`config.mk`:
```
export PLATFORM = sky130hd
export DESIGN_NAME = least_loaded_queue_picker_flat
export DESIGN_NICKNAME = d
export VERILOG_FILES = /design/src/hw/rtl/llqp_pkg.sv /design/src/hw/rtl/llqp_req_if.sv /design/src/hw/rtl/llqp_rsp_if.sv /design/src/hw/rtl/llqp_pick.sv /design/src/hw/rtl/least_loaded_queue_picker.sv /design/src/flat_wrapper.sv
export SDC_FILE = /design/constraint.sdc
export NUM_CORES = 1
export LEC_CHECK = 0
export ABC_AREA = 1
export BUFFER_PORTS_ARGS = -buffer_cell sky130_fd_sc_hd__buf_2
export CAP_MARGIN = 25
export CORE_MARGIN = 2
export CORE_UTILIZATION = 59
export CTS_CLUSTER_DIAMETER = 40
export DETAILED_ROUTE_END_ITERATION = 7
export PLACE_DENSITY = 0.82
export SLEW_MARGIN = 10
export SYNTH_ARGS = -nofsm -noshare
export SYNTH_HDL_FRONTEND = slang
export SYNTH_HIERARCHICAL = 1
export SYNTH_SLANG_ARGS = --single-unit
```
`constraint.sdc`:
```
create_clock -name clk_i -period 8.79 [get_ports clk_i]
set_input_delay 0 -clock clk_i [delete_from_list [all_inputs] [get_ports clk_i]]
set_output_delay 0 -clock clk_i [all_outputs]
set_load 0.1 [all_outputs]
```
`src/hw/rtl/llqp_pkg.sv`:
```
// Shared types and constants for the least-loaded queue picker.
// No dependencies; every other file of the block uses this package.
package llqp_pkg;

  localparam int unsigned WORKERS = 8;
  localparam int unsigned WIDX_W  = $clog2(WORKERS);
  localparam int unsigned CNT_W   = 4;
  localparam int unsigned DEPTH_W = 16;

  localparam logic [CNT_W-1:0] ActiveReset = CNT_W'(WORKERS);

  typedef logic [DEPTH_W-1:0] depth_t;
  typedef depth_t [WORKERS-1:0] depth_arr_t;

  typedef struct packed {
    logic [WIDX_W-1:0] worker;
    logic              empty;
    logic [WIDX_W-1:0] next_start;
  } pick_res_t;

endpackage

```
`src/hw/rtl/llqp_req_if.sv`:
```
// Request channel of the picker: valid/ready plus the eight queue occupancies.
// Depends on llqp_pkg.
interface llqp_req_if;
  logic                         valid;
  logic                         ready;
  logic [llqp_pkg::DEPTH_W-1:0] depth_w0;
  logic [llqp_pkg::DEPTH_W-1:0] depth_w1;
  logic [llqp_pkg::DEPTH_W-1:0] depth_w2;
  logic [llqp_pkg::DEPTH_W-1:0] depth_w3;
  logic [llqp_pkg::DEPTH_W-1:0] depth_w4;
  logic [llqp_pkg::DEPTH_W-1:0] depth_w5;
  logic [llqp_pkg::DEPTH_W-1:0] depth_w6;
  logic [llqp_pkg::DEPTH_W-1:0] depth_w7;

  modport source (output valid, depth_w0, depth_w1, depth_w2, depth_w3,
                  depth_w4, depth_w5, depth_w6, depth_w7, input ready);
  modport sink   (input valid, depth_w0, depth_w1, depth_w2, depth_w3,
                  depth_w4, depth_w5, depth_w6, depth_w7, output ready);
endinterface

```
`src/hw/rtl/llqp_rsp_if.sv`:
```
// Response channel of the picker: valid/ready plus the chosen worker.
// Depends on llqp_pkg.
interface llqp_rsp_if;
  logic                        valid;
  logic                        ready;
  logic [llqp_pkg::WIDX_W-1:0] chosen_worker;
  logic                        found_empty;

  modport source (output valid, chosen_worker, found_empty, input ready);
  modport sink   (input valid, chosen_worker, found_empty, output ready);
endinterface

```
`src/hw/rtl/llqp_pick.sv`:
```
// Combinational pick: rotated rank per worker and a three-level minimum tree.
// Depends on llqp_pkg.
module llqp_pick (
  input  llqp_pkg::depth_arr_t           depth_i,
  input  logic [llqp_pkg::CNT_W-1:0]     count_i,
  input  logic [llqp_pkg::WIDX_W-1:0]    start_i,
  output llqp_pkg::pick_res_t            res_o
);
  import llqp_pkg::*;

  typedef struct packed {
    logic              invalid;
    depth_t            depth;
    logic [WIDX_W-1:0] rank;
    logic [WIDX_W-1:0] idx;
  } cand_t;

  localparam int unsigned KeyW = 1 + DEPTH_W + WIDX_W;

  cand_t             lvl0 [WORKERS];
  cand_t             lvl1 [WORKERS/2];
  cand_t             lvl2 [WORKERS/4];
  cand_t             best;
  logic [CNT_W-1:0]  start_eff;
  logic [CNT_W-1:0]  widx;
  logic [CNT_W-1:0]  rank_w;
  logic [CNT_W-1:0]  next_w;

  function automatic cand_t min_cand(cand_t a, cand_t b);
    logic [KeyW-1:0] ka;
    logic [KeyW-1:0] kb;
    ka = {a.invalid, a.depth, a.rank};
    kb = {b.invalid, b.depth, b.rank};
    return (kb < ka) ? b : a;
  endfunction

  always_comb begin
    start_eff = (CNT_W'(start_i) >= count_i) ? '0 : CNT_W'(start_i);
    widx      = '0;
    rank_w    = '0;
    for (int w = 0; w < WORKERS; w++) begin
      widx   = CNT_W'(w);
      rank_w = (widx >= start_eff) ? (widx - start_eff) : (widx + count_i - start_eff);
      lvl0[w].invalid = (widx >= count_i);
      lvl0[w].depth   = depth_i[w];
      lvl0[w].rank    = rank_w[WIDX_W-1:0];
      lvl0[w].idx     = widx[WIDX_W-1:0];
    end
    for (int i = 0; i < WORKERS/2; i++) begin
      lvl1[i] = min_cand(lvl0[2*i], lvl0[2*i+1]);
    end
    for (int i = 0; i < WORKERS/4; i++) begin
      lvl2[i] = min_cand(lvl1[2*i], lvl1[2*i+1]);
    end
    best   = min_cand(lvl2[0], lvl2[1]);
    next_w = CNT_W'(best.idx) + CNT_W'(1);
    res_o.worker     = best.idx;
    res_o.empty      = (best.depth == '0);
    res_o.next_start = (next_w >= count_i) ? '0 : next_w[WIDX_W-1:0];
  end

endmodule

```
`src/hw/rtl/least_loaded_queue_picker.sv`:
```
// Least-loaded queue picker: picks one of up to eight worker queues per request.
// Depends on llqp_pkg, llqp_req_if, llqp_rsp_if and llqp_pick.
//
// Requests arrive on req_i with the occupancy of every worker queue. Each one
// yields exactly one response on rsp_o: the chosen worker and whether its queue
// was empty. The scan runs over the active workers in rotating order from the
// worker after the previous pick; the first empty queue wins, otherwise the
// least occupied one, with ties going to the one met first.
// A request is registered on acceptance and its pick is computed from that
// register into the response register, which loads as soon as it is empty
// or its response is taken. One request is taken per cycle while the receiver
// keeps up; the rate is set by the single pass through the minimum tree, which
// also updates the scan start that the next request uses.
// When the receiver stalls, the response register holds and the request
// register still takes one more request, after which req_i.ready drops.
// cfg_we_i writes the active worker count; zero acts as one and values above
// eight act as eight. Write it only while no request is in flight.
// Reset empties both registers, sets the count to eight and the scan start to
// worker zero.
module least_loaded_queue_picker (
  input  logic                       clk_i,
  input  logic                       rst_ni,
  input  logic                       cfg_we_i,
  input  logic [llqp_pkg::CNT_W-1:0] cfg_wdata_i,
  llqp_req_if.sink                   req_i,
  llqp_rsp_if.source                 rsp_o
);
  import llqp_pkg::*;

  logic              s1_valid_q;
  depth_arr_t        s1_depth_q;
  logic              s2_valid_q;
  logic [WIDX_W-1:0] s2_worker_q;
  logic              s2_empty_q;
  logic [WIDX_W-1:0] scan_start_q;
  logic [WIDX_W-1:0] scan_start_d;
  logic [CNT_W-1:0]  active_q;
  logic [CNT_W-1:0]  count;
  logic              s2_load;
  logic              req_acc;
  pick_res_t         pick;

  assign count = (active_q == '0) ? CNT_W'(1) :
                 (active_q > CNT_W'(WORKERS)) ? CNT_W'(WORKERS) : active_q;

  assign s2_load     = s1_valid_q && (!s2_valid_q || rsp_o.ready);
  assign req_i.ready = !s1_valid_q || s2_load;
  assign req_acc     = req_i.valid && req_i.ready;
  assign scan_start_d = s2_load ? pick.next_start : scan_start_q;

  llqp_pick u_pick (
    .depth_i (s1_depth_q),
    .count_i (count),
    .start_i (scan_start_q),
    .res_o   (pick)
  );

  always_ff @(posedge clk_i or negedge rst_ni) begin
    if (!rst_ni) begin
      s1_valid_q   <= 1'b0;
      s2_valid_q   <= 1'b0;
      scan_start_q <= '0;
      active_q     <= ActiveReset;
    end else begin
      if (req_i.ready) begin
        s1_valid_q <= req_i.valid;
      end
      if (s2_load) begin
        s2_valid_q <= 1'b1;
      end else if (rsp_o.ready) begin
        s2_valid_q <= 1'b0;
      end
      scan_start_q <= scan_start_d;
      if (cfg_we_i) begin
        active_q <= cfg_wdata_i;
      end
    end
  end

  always_ff @(posedge clk_i) begin
    if (req_acc) begin
      s1_depth_q <= {req_i.depth_w7, req_i.depth_w6, req_i.depth_w5, req_i.depth_w4,
                     req_i.depth_w3, req_i.depth_w2, req_i.depth_w1, req_i.depth_w0};
    end
    if (s2_load) begin
      s2_worker_q <= pick.worker;
      s2_empty_q  <= pick.empty;
    end
  end

  assign rsp_o.valid         = s2_valid_q;
  assign rsp_o.chosen_worker = s2_worker_q;
  assign rsp_o.found_empty   = s2_empty_q;

  a_pick_in_range: assert property (@(posedge clk_i) disable iff (!rst_ni)
    s2_load |-> (CNT_W'(pick.worker) < count))
    else $error("Picked worker is outside the active range.");

  a_empty_flag: assert property (@(posedge clk_i) disable iff (!rst_ni)
    s2_load |-> (pick.empty == (s1_depth_q[pick.worker] == '0)))
    else $error("Empty flag does not match the chosen queue.");

  a_start_update: assert property (@(posedge clk_i) disable iff (!rst_ni)
    s2_load |=> (CNT_W'(scan_start_q) < $past(count)))
    else $error("Scan start moved outside the active range.");

  a_start_hold: assert property (@(posedge clk_i) disable iff (!rst_ni)
    !s2_load |=> $stable(scan_start_q))
    else $error("Scan start changed without a pick.");

endmodule

```
`src/flat_wrapper.sv`:
```
// flat-port wrapper written by rule: the top's interface ports become plain ports
module least_loaded_queue_picker_flat import llqp_pkg::*;
  (clk_i, rst_ni, cfg_we_i, cfg_wdata_i, req_i_valid, req_i_depth_w0, req_i_depth_w1, req_i_depth_w2, req_i_depth_w3, req_i_depth_w4, req_i_depth_w5, req_i_depth_w6, req_i_depth_w7, req_i_ready, rsp_o_valid, rsp_o_chosen_worker, rsp_o_found_empty, rsp_o_ready);
  llqp_req_if req_i_i ();
  llqp_rsp_if rsp_o_i ();
  input  logic clk_i;
  input  logic rst_ni;
  input  logic cfg_we_i;
  input  logic [llqp_pkg::CNT_W-1:0] cfg_wdata_i;
  input wire logic [$bits(req_i_i.valid)-1:0] req_i_valid;
  input wire logic [$bits(req_i_i.depth_w0)-1:0] req_i_depth_w0;
  input wire logic [$bits(req_i_i.depth_w1)-1:0] req_i_depth_w1;
  input wire logic [$bits(req_i_i.depth_w2)-1:0] req_i_depth_w2;
  input wire logic [$bits(req_i_i.depth_w3)-1:0] req_i_depth_w3;
  input wire logic [$bits(req_i_i.depth_w4)-1:0] req_i_depth_w4;
  input wire logic [$bits(req_i_i.depth_w5)-1:0] req_i_depth_w5;
  input wire logic [$bits(req_i_i.depth_w6)-1:0] req_i_depth_w6;
  input wire logic [$bits(req_i_i.depth_w7)-1:0] req_i_depth_w7;
  output wire logic [$bits(req_i_i.ready)-1:0] req_i_ready;
  output wire logic [$bits(rsp_o_i.valid)-1:0] rsp_o_valid;
  output wire logic [$bits(rsp_o_i.chosen_worker)-1:0] rsp_o_chosen_worker;
  output wire logic [$bits(rsp_o_i.found_empty)-1:0] rsp_o_found_empty;
  input wire logic [$bits(rsp_o_i.ready)-1:0] rsp_o_ready;
  assign req_i_i.valid = req_i_valid;
  assign req_i_i.depth_w0 = req_i_depth_w0;
  assign req_i_i.depth_w1 = req_i_depth_w1;
  assign req_i_i.depth_w2 = req_i_depth_w2;
  assign req_i_i.depth_w3 = req_i_depth_w3;
  assign req_i_i.depth_w4 = req_i_depth_w4;
  assign req_i_i.depth_w5 = req_i_depth_w5;
  assign req_i_i.depth_w6 = req_i_depth_w6;
  assign req_i_i.depth_w7 = req_i_depth_w7;
  assign req_i_ready = req_i_i.ready;
  assign rsp_o_valid = rsp_o_i.valid;
  assign rsp_o_chosen_worker = rsp_o_i.chosen_worker;
  assign rsp_o_found_empty = rsp_o_i.found_empty;
  assign rsp_o_i.ready = rsp_o_ready;
  least_loaded_queue_picker u_core (.clk_i(clk_i), .rst_ni(rst_ni), .cfg_we_i(cfg_we_i), .cfg_wdata_i(cfg_wdata_i), .req_i(req_i_i), .rsp_o(rsp_o_i));
endmodule
```
==> load_flow_metrics.sql <==
INSERT INTO impl_metrics (metric_group, metric, value, unit) VALUES
('floorplanning', 'fp.dieW', '133.5', 'um'),
('critical_path', 'setup.worst_path.class', 'reg2reg', ''),
('critical_path', 'crit_family', 'simple AND/OR/NAND/NOR gates', ''),
('yosys', 'async_flop_share', '0.06383', ''),
('critical_path', 'slowest_delay', '0.36', 'ns'),
('grt', 'met2_usage', '0.6240', ''),
('placement', 'globalplace.congestion', '0.9058', ''),
('final_layout', 'core_utilization_of_the_finished_layout', '0.8136', ''),
('final_layout', 'final_common_cell', 'sky130_fd_sc_hd__nand2_1', ''),
('run_status', 'run_status', 'finished clean', ''),
('cts', 'numClockSinks', '141', ''),
('floorplanning', 'die_y', '133.5', 'um'),
('floorplanning', 'coreArea', '16470', 'um^2'),
('yosys', 'syn-cell-area', '9888', 'um^2'),
('critical_path', 'worst_ep_arrival_time', '8.93', 'ns'),
('critical_path', 'critical_path.startpoint_type', 'register', ''),
('yosys', 'synth-seq-area-share', '0.4238', ''),
('grt', 'global_route_wire_length_before_repair', '49.05', 'mm'),
('critical_path', 'reg2regPathDepth', '52', ''),
('floorplanning', 'die_area', '17810', 'um^2'),
('final_layout', 'drive_gt1_frac', '0.1881', ''),
('grt', 'number_of_antenna_violations_at_the_first_check_in_global_routing', '2', ''),
('grt', 'global_route.overflow_total', '0', ''),
('grt', 'grt_usage', '0.3549', ''),
('worst_hold_path', 'worstHoldPathType', 'in2async', ''),
('timing', 'post_route_clock_period_utilization', '0.9743', ''),
('yosys', 'dominantRegCellSynth', 'sky130_fd_sc_hd__edfxtp_1', ''),
('cts', 'clkTransAtPathRegs', '0.06', 'ns'),
('critical_path', 'crit_path_end_kind', 'register', ''),
('pwr', 'vdd.ir_drop.worst', '202.9', 'uV'),
('critical_path', 'crit_path_start', 'u_core/active_q[2]', ''),
('routing', 'via_count', '9836', ''),
('yosys', 'synth.avg_cell_area', '8.932', 'um^2'),
('placement', 'post-dp-hpwl', '18.59', 'mm'),
('critical_path', 'critPathRequiredTime', '9.15', 'ns'),
('routing', 'detail_route.first_pass.iterations', '7', ''),
('timing', 'setup_viol', '0', ''),
('final_layout', 'area_overhead_vs_synth', '35.48', '%'),
('cts', 'tritoncts.num_buffers', '17', ''),
('flow_run', 'cap_viol_max_count', '0', ''),
('critical_path', 'regToRegSetupSlack', '0.23', 'ns'),
('routing', 'avgRoutedWirePerCell', '19.49', 'um'),
('critical_path', 'timing.critical_path.depth', '52', ''),
('grt', 'globalRoute.busiestLayer', 'met2', ''),
('timing', 'final_setup_margin', '0.2258', 'ns'),
('pwr', 'power_density', '279.7', 'nW/um^2'),
('grt', 'grt_met1_usage', '0.4030', ''),
('yosys', 'syn_nets', '1400', ''),
('cts', 'clk_root_buffer_cell', 'sky130_fd_sc_hd__clkbuf_16', ''),
('yosys', 'synthesis.instances', '1107', ''),
('yosys', 'synth-edff-count', '132', ''),
('cts', 'cts_buffer_depth', '2', ''),
('placement', 'io_buffer_count', '142', ''),
('yosys', 'ys_seq_elements', '141', ''),
('cts', 'clock_tree_from_tritoncts', 'yes', ''),
('floorplanning', 'initial_utilization', '0.6005', ''),
('floorplanning', 'io-pin-count', '143', ''),
('timing', 'report.final.slew_viol_count', '0', ''),
('critical_path', 'critical_path.slowest_cell', 'sky130_fd_sc_hd__dfrtp_1', ''),
('final_layout', 'final_cell_mix', 'sky130_fd_sc_hd__nand2_1 (258), sky130_fd_sc_hd__ha_1 (154), sky130_fd_sc_hd__dlygate4sd3_1 (145)', ''),
('routing', 'drt_wl_total', '32.40', 'mm'),
('routing', 'drt_drc_violations_left', '0', ''),
('timing', 'max_slew_margin', '0.3666', ''),
('grt', 'grt_max_degree', '77', ''),
('routing', 'number_of_vias_per_cell_after_detailed_routing', '5.915', ''),
('grt', 'first_global_vias', '9905', ''),
('timing', 'worstMarginPinSlew', '0.9500', 'ns'),
('cts', 'worst_skew_pair.late_latency', '0.43', 'ns'),
('timing', 'finClkSkew', '0.008504', 'ns'),
('timing', 'post-route-min-period', '8.564', 'ns'),
('yosys', 'synth_warnings', '6', '');
[repair_timing]
item / in CTS / in global routing
hold endpoints to repair: 146 / 0
gates resized for setup: 3 / 61
hold buffers: 145 / 0
setup buffers: 0 / 4
setup endpoints to repair: 3 / 4
pin swaps: 0 / 5
gates cloned: 0 / 1
[worst reg2reg max path, delay by kind of cell, from the launching register on]
kind	cells	cell delay, ns
compound gates	12	2.35
buf+inv	8	0.96
flops	1	0.36
fa+ha+maj	8	2.42
simple gates	24	2.46
[Yosys cell counts (2+ instances only)]
master | number | area, um^2
sky130_fd_sc_hd__a211oi_1 | 5 | 37.54
sky130_fd_sc_hd__a21oi_1 | 80 | 400.4
sky130_fd_sc_hd__a221oi_1 | 3 | 26.28
sky130_fd_sc_hd__buf_2 | 6 | 30.03
sky130_fd_sc_hd__buf_6 | 5 | 56.30
sky130_fd_sc_hd__clkbuf_1 | 12 | 45.04
sky130_fd_sc_hd__dfrtp_1 | 8 | 200.2
sky130_fd_sc_hd__edfxtp_1 | 132 | 3964
sky130_fd_sc_hd__ha_1 | 155 | 1939
sky130_fd_sc_hd__inv_1 | 136 | 510.5
sky130_fd_sc_hd__inv_2 | 5 | 18.77
sky130_fd_sc_hd__nand2_1 | 261 | 979.7
sky130_fd_sc_hd__nand2_2 | 12 | 75.07
sky130_fd_sc_hd__nand2_4 | 3 | 33.78
sky130_fd_sc_hd__nand3_1 | 29 | 145.1
sky130_fd_sc_hd__nand3b_1 | 4 | 30.03
sky130_fd_sc_hd__nand4_1 | 19 | 118.9
sky130_fd_sc_hd__nor2_1 | 52 | 195.2
sky130_fd_sc_hd__nor2_2 | 2 | 12.51
sky130_fd_sc_hd__nor3_1 | 4 | 20.02
sky130_fd_sc_hd__nor4_1 | 5 | 31.28
sky130_fd_sc_hd__nor4b_1 | 3 | 26.28
sky130_fd_sc_hd__o211ai_1 | 3 | 22.52
sky130_fd_sc_hd__o21a_1 | 5 | 37.54
sky130_fd_sc_hd__o21ai_0 | 121 | 605.6
sky130_fd_sc_hd__o21ai_1 | 10 | 50.05
sky130_fd_sc_hd__o21ai_2 | 2 | 17.52
sky130_fd_sc_hd__o221ai_1 | 7 | 61.31
sky130_fd_sc_hd__or2_2 | 2 | 12.51
sky130_fd_sc_hd__xnor2_1 | 2 | 17.52
sky130_fd_sc_hd__xor2_1 | 2 | 17.52
[cells by family (layout without fill, tap and decap cells)]
kind of cell,Yosys count,count (layout),synth area share
AOI/OAI and AO/OA,240,240,0.1311
buffers and inverters,165,499,0.06719
DFF,141,141,0.4238
other,0,2,0
xor gates and xnor gates,4,4,0.003544
adders and majority gates,156,156,0.1982
and+or+nand+nor,401,401,0.1763
[per-layer routing]
| layer | vias to the layer above | routed length [um] |
|---|---|---|
| met5 | - | 0 |
| met4 | 0 | 2107 |
| met3 | 219 | 2842 |
| met2 | 675 | 16010 |
| met1 | 4460 | 11450 |
| li1 | 4482 | - |
[sequential cells by signal, indices dropped and copies added, names as in the netlist]
signal	flops
u_core/active_q	4
u_core/rsp_o.valid	1
u_core/rsp_o.chosen_worker	3
u_core/s1_depth_q	128
u_core/scan_start_q	3
u_core/rsp_o.found_empty	1
u_core/s1_valid_q	1
[how the worst min path moves through the flow]
stage | start | endpoint | slack [ns]
after floorplan | rst_ni | u_core/active_q[0] | -0.30
after global placement | rst_ni | u_core/active_q[0] | -0.14
after detailed placement | rst_ni | u_core/active_q[1] | -0.14
after CTS | rst_ni | u_core/active_q[3] | 0.05
after global routing | rst_ni | u_core/active_q[3] | 0.08
final | rst_ni | u_core/active_q[3] | 0.08
[per-stage QoR]
step | hold slack [ns] | TNS [ns] | area, um^2 | total power (W) | instances
5_1_grt | 0.08472 | -0.8298 | 13400 | 0.003969 | 1663
3_3_place_gp | -0.1400 | -0.1182 | 11050 | 0.002602 | 1480
2_1_floorplan | -0.2956 | 0 | 9888 | 0.002154 | 1107
4_1_cts | 0.04776 | 0 | 13140 | 0.003489 | 1656
3_5_place_dp | -0.1375 | -0.4914 | 11050 | 0.002645 | 1480
6_report | 0.08357 | 0 | 13400 | 0.003747 | 1663
[power breakdown]
group / switching [W] / internal [W]
clock: 0.000287 / 0.000502
combinational: 0.00132 / 0.000776
sequential: 0.0000379 / 0.000820
total: 0.00165 / 0.00210
[area by class of cell]
class	count	area (um^2)
well taps	220	275.3
multi-input cells	801	5225
flip-flops and latches	141	4190
inverters	142	543.0
clock inverters	11	191.4
clock buffers	20	436.7
fillers	928	3069
diodes	2	5.005
repair buffers	326	2530
No activity file was read; power rests on OpenSTA's default activity.
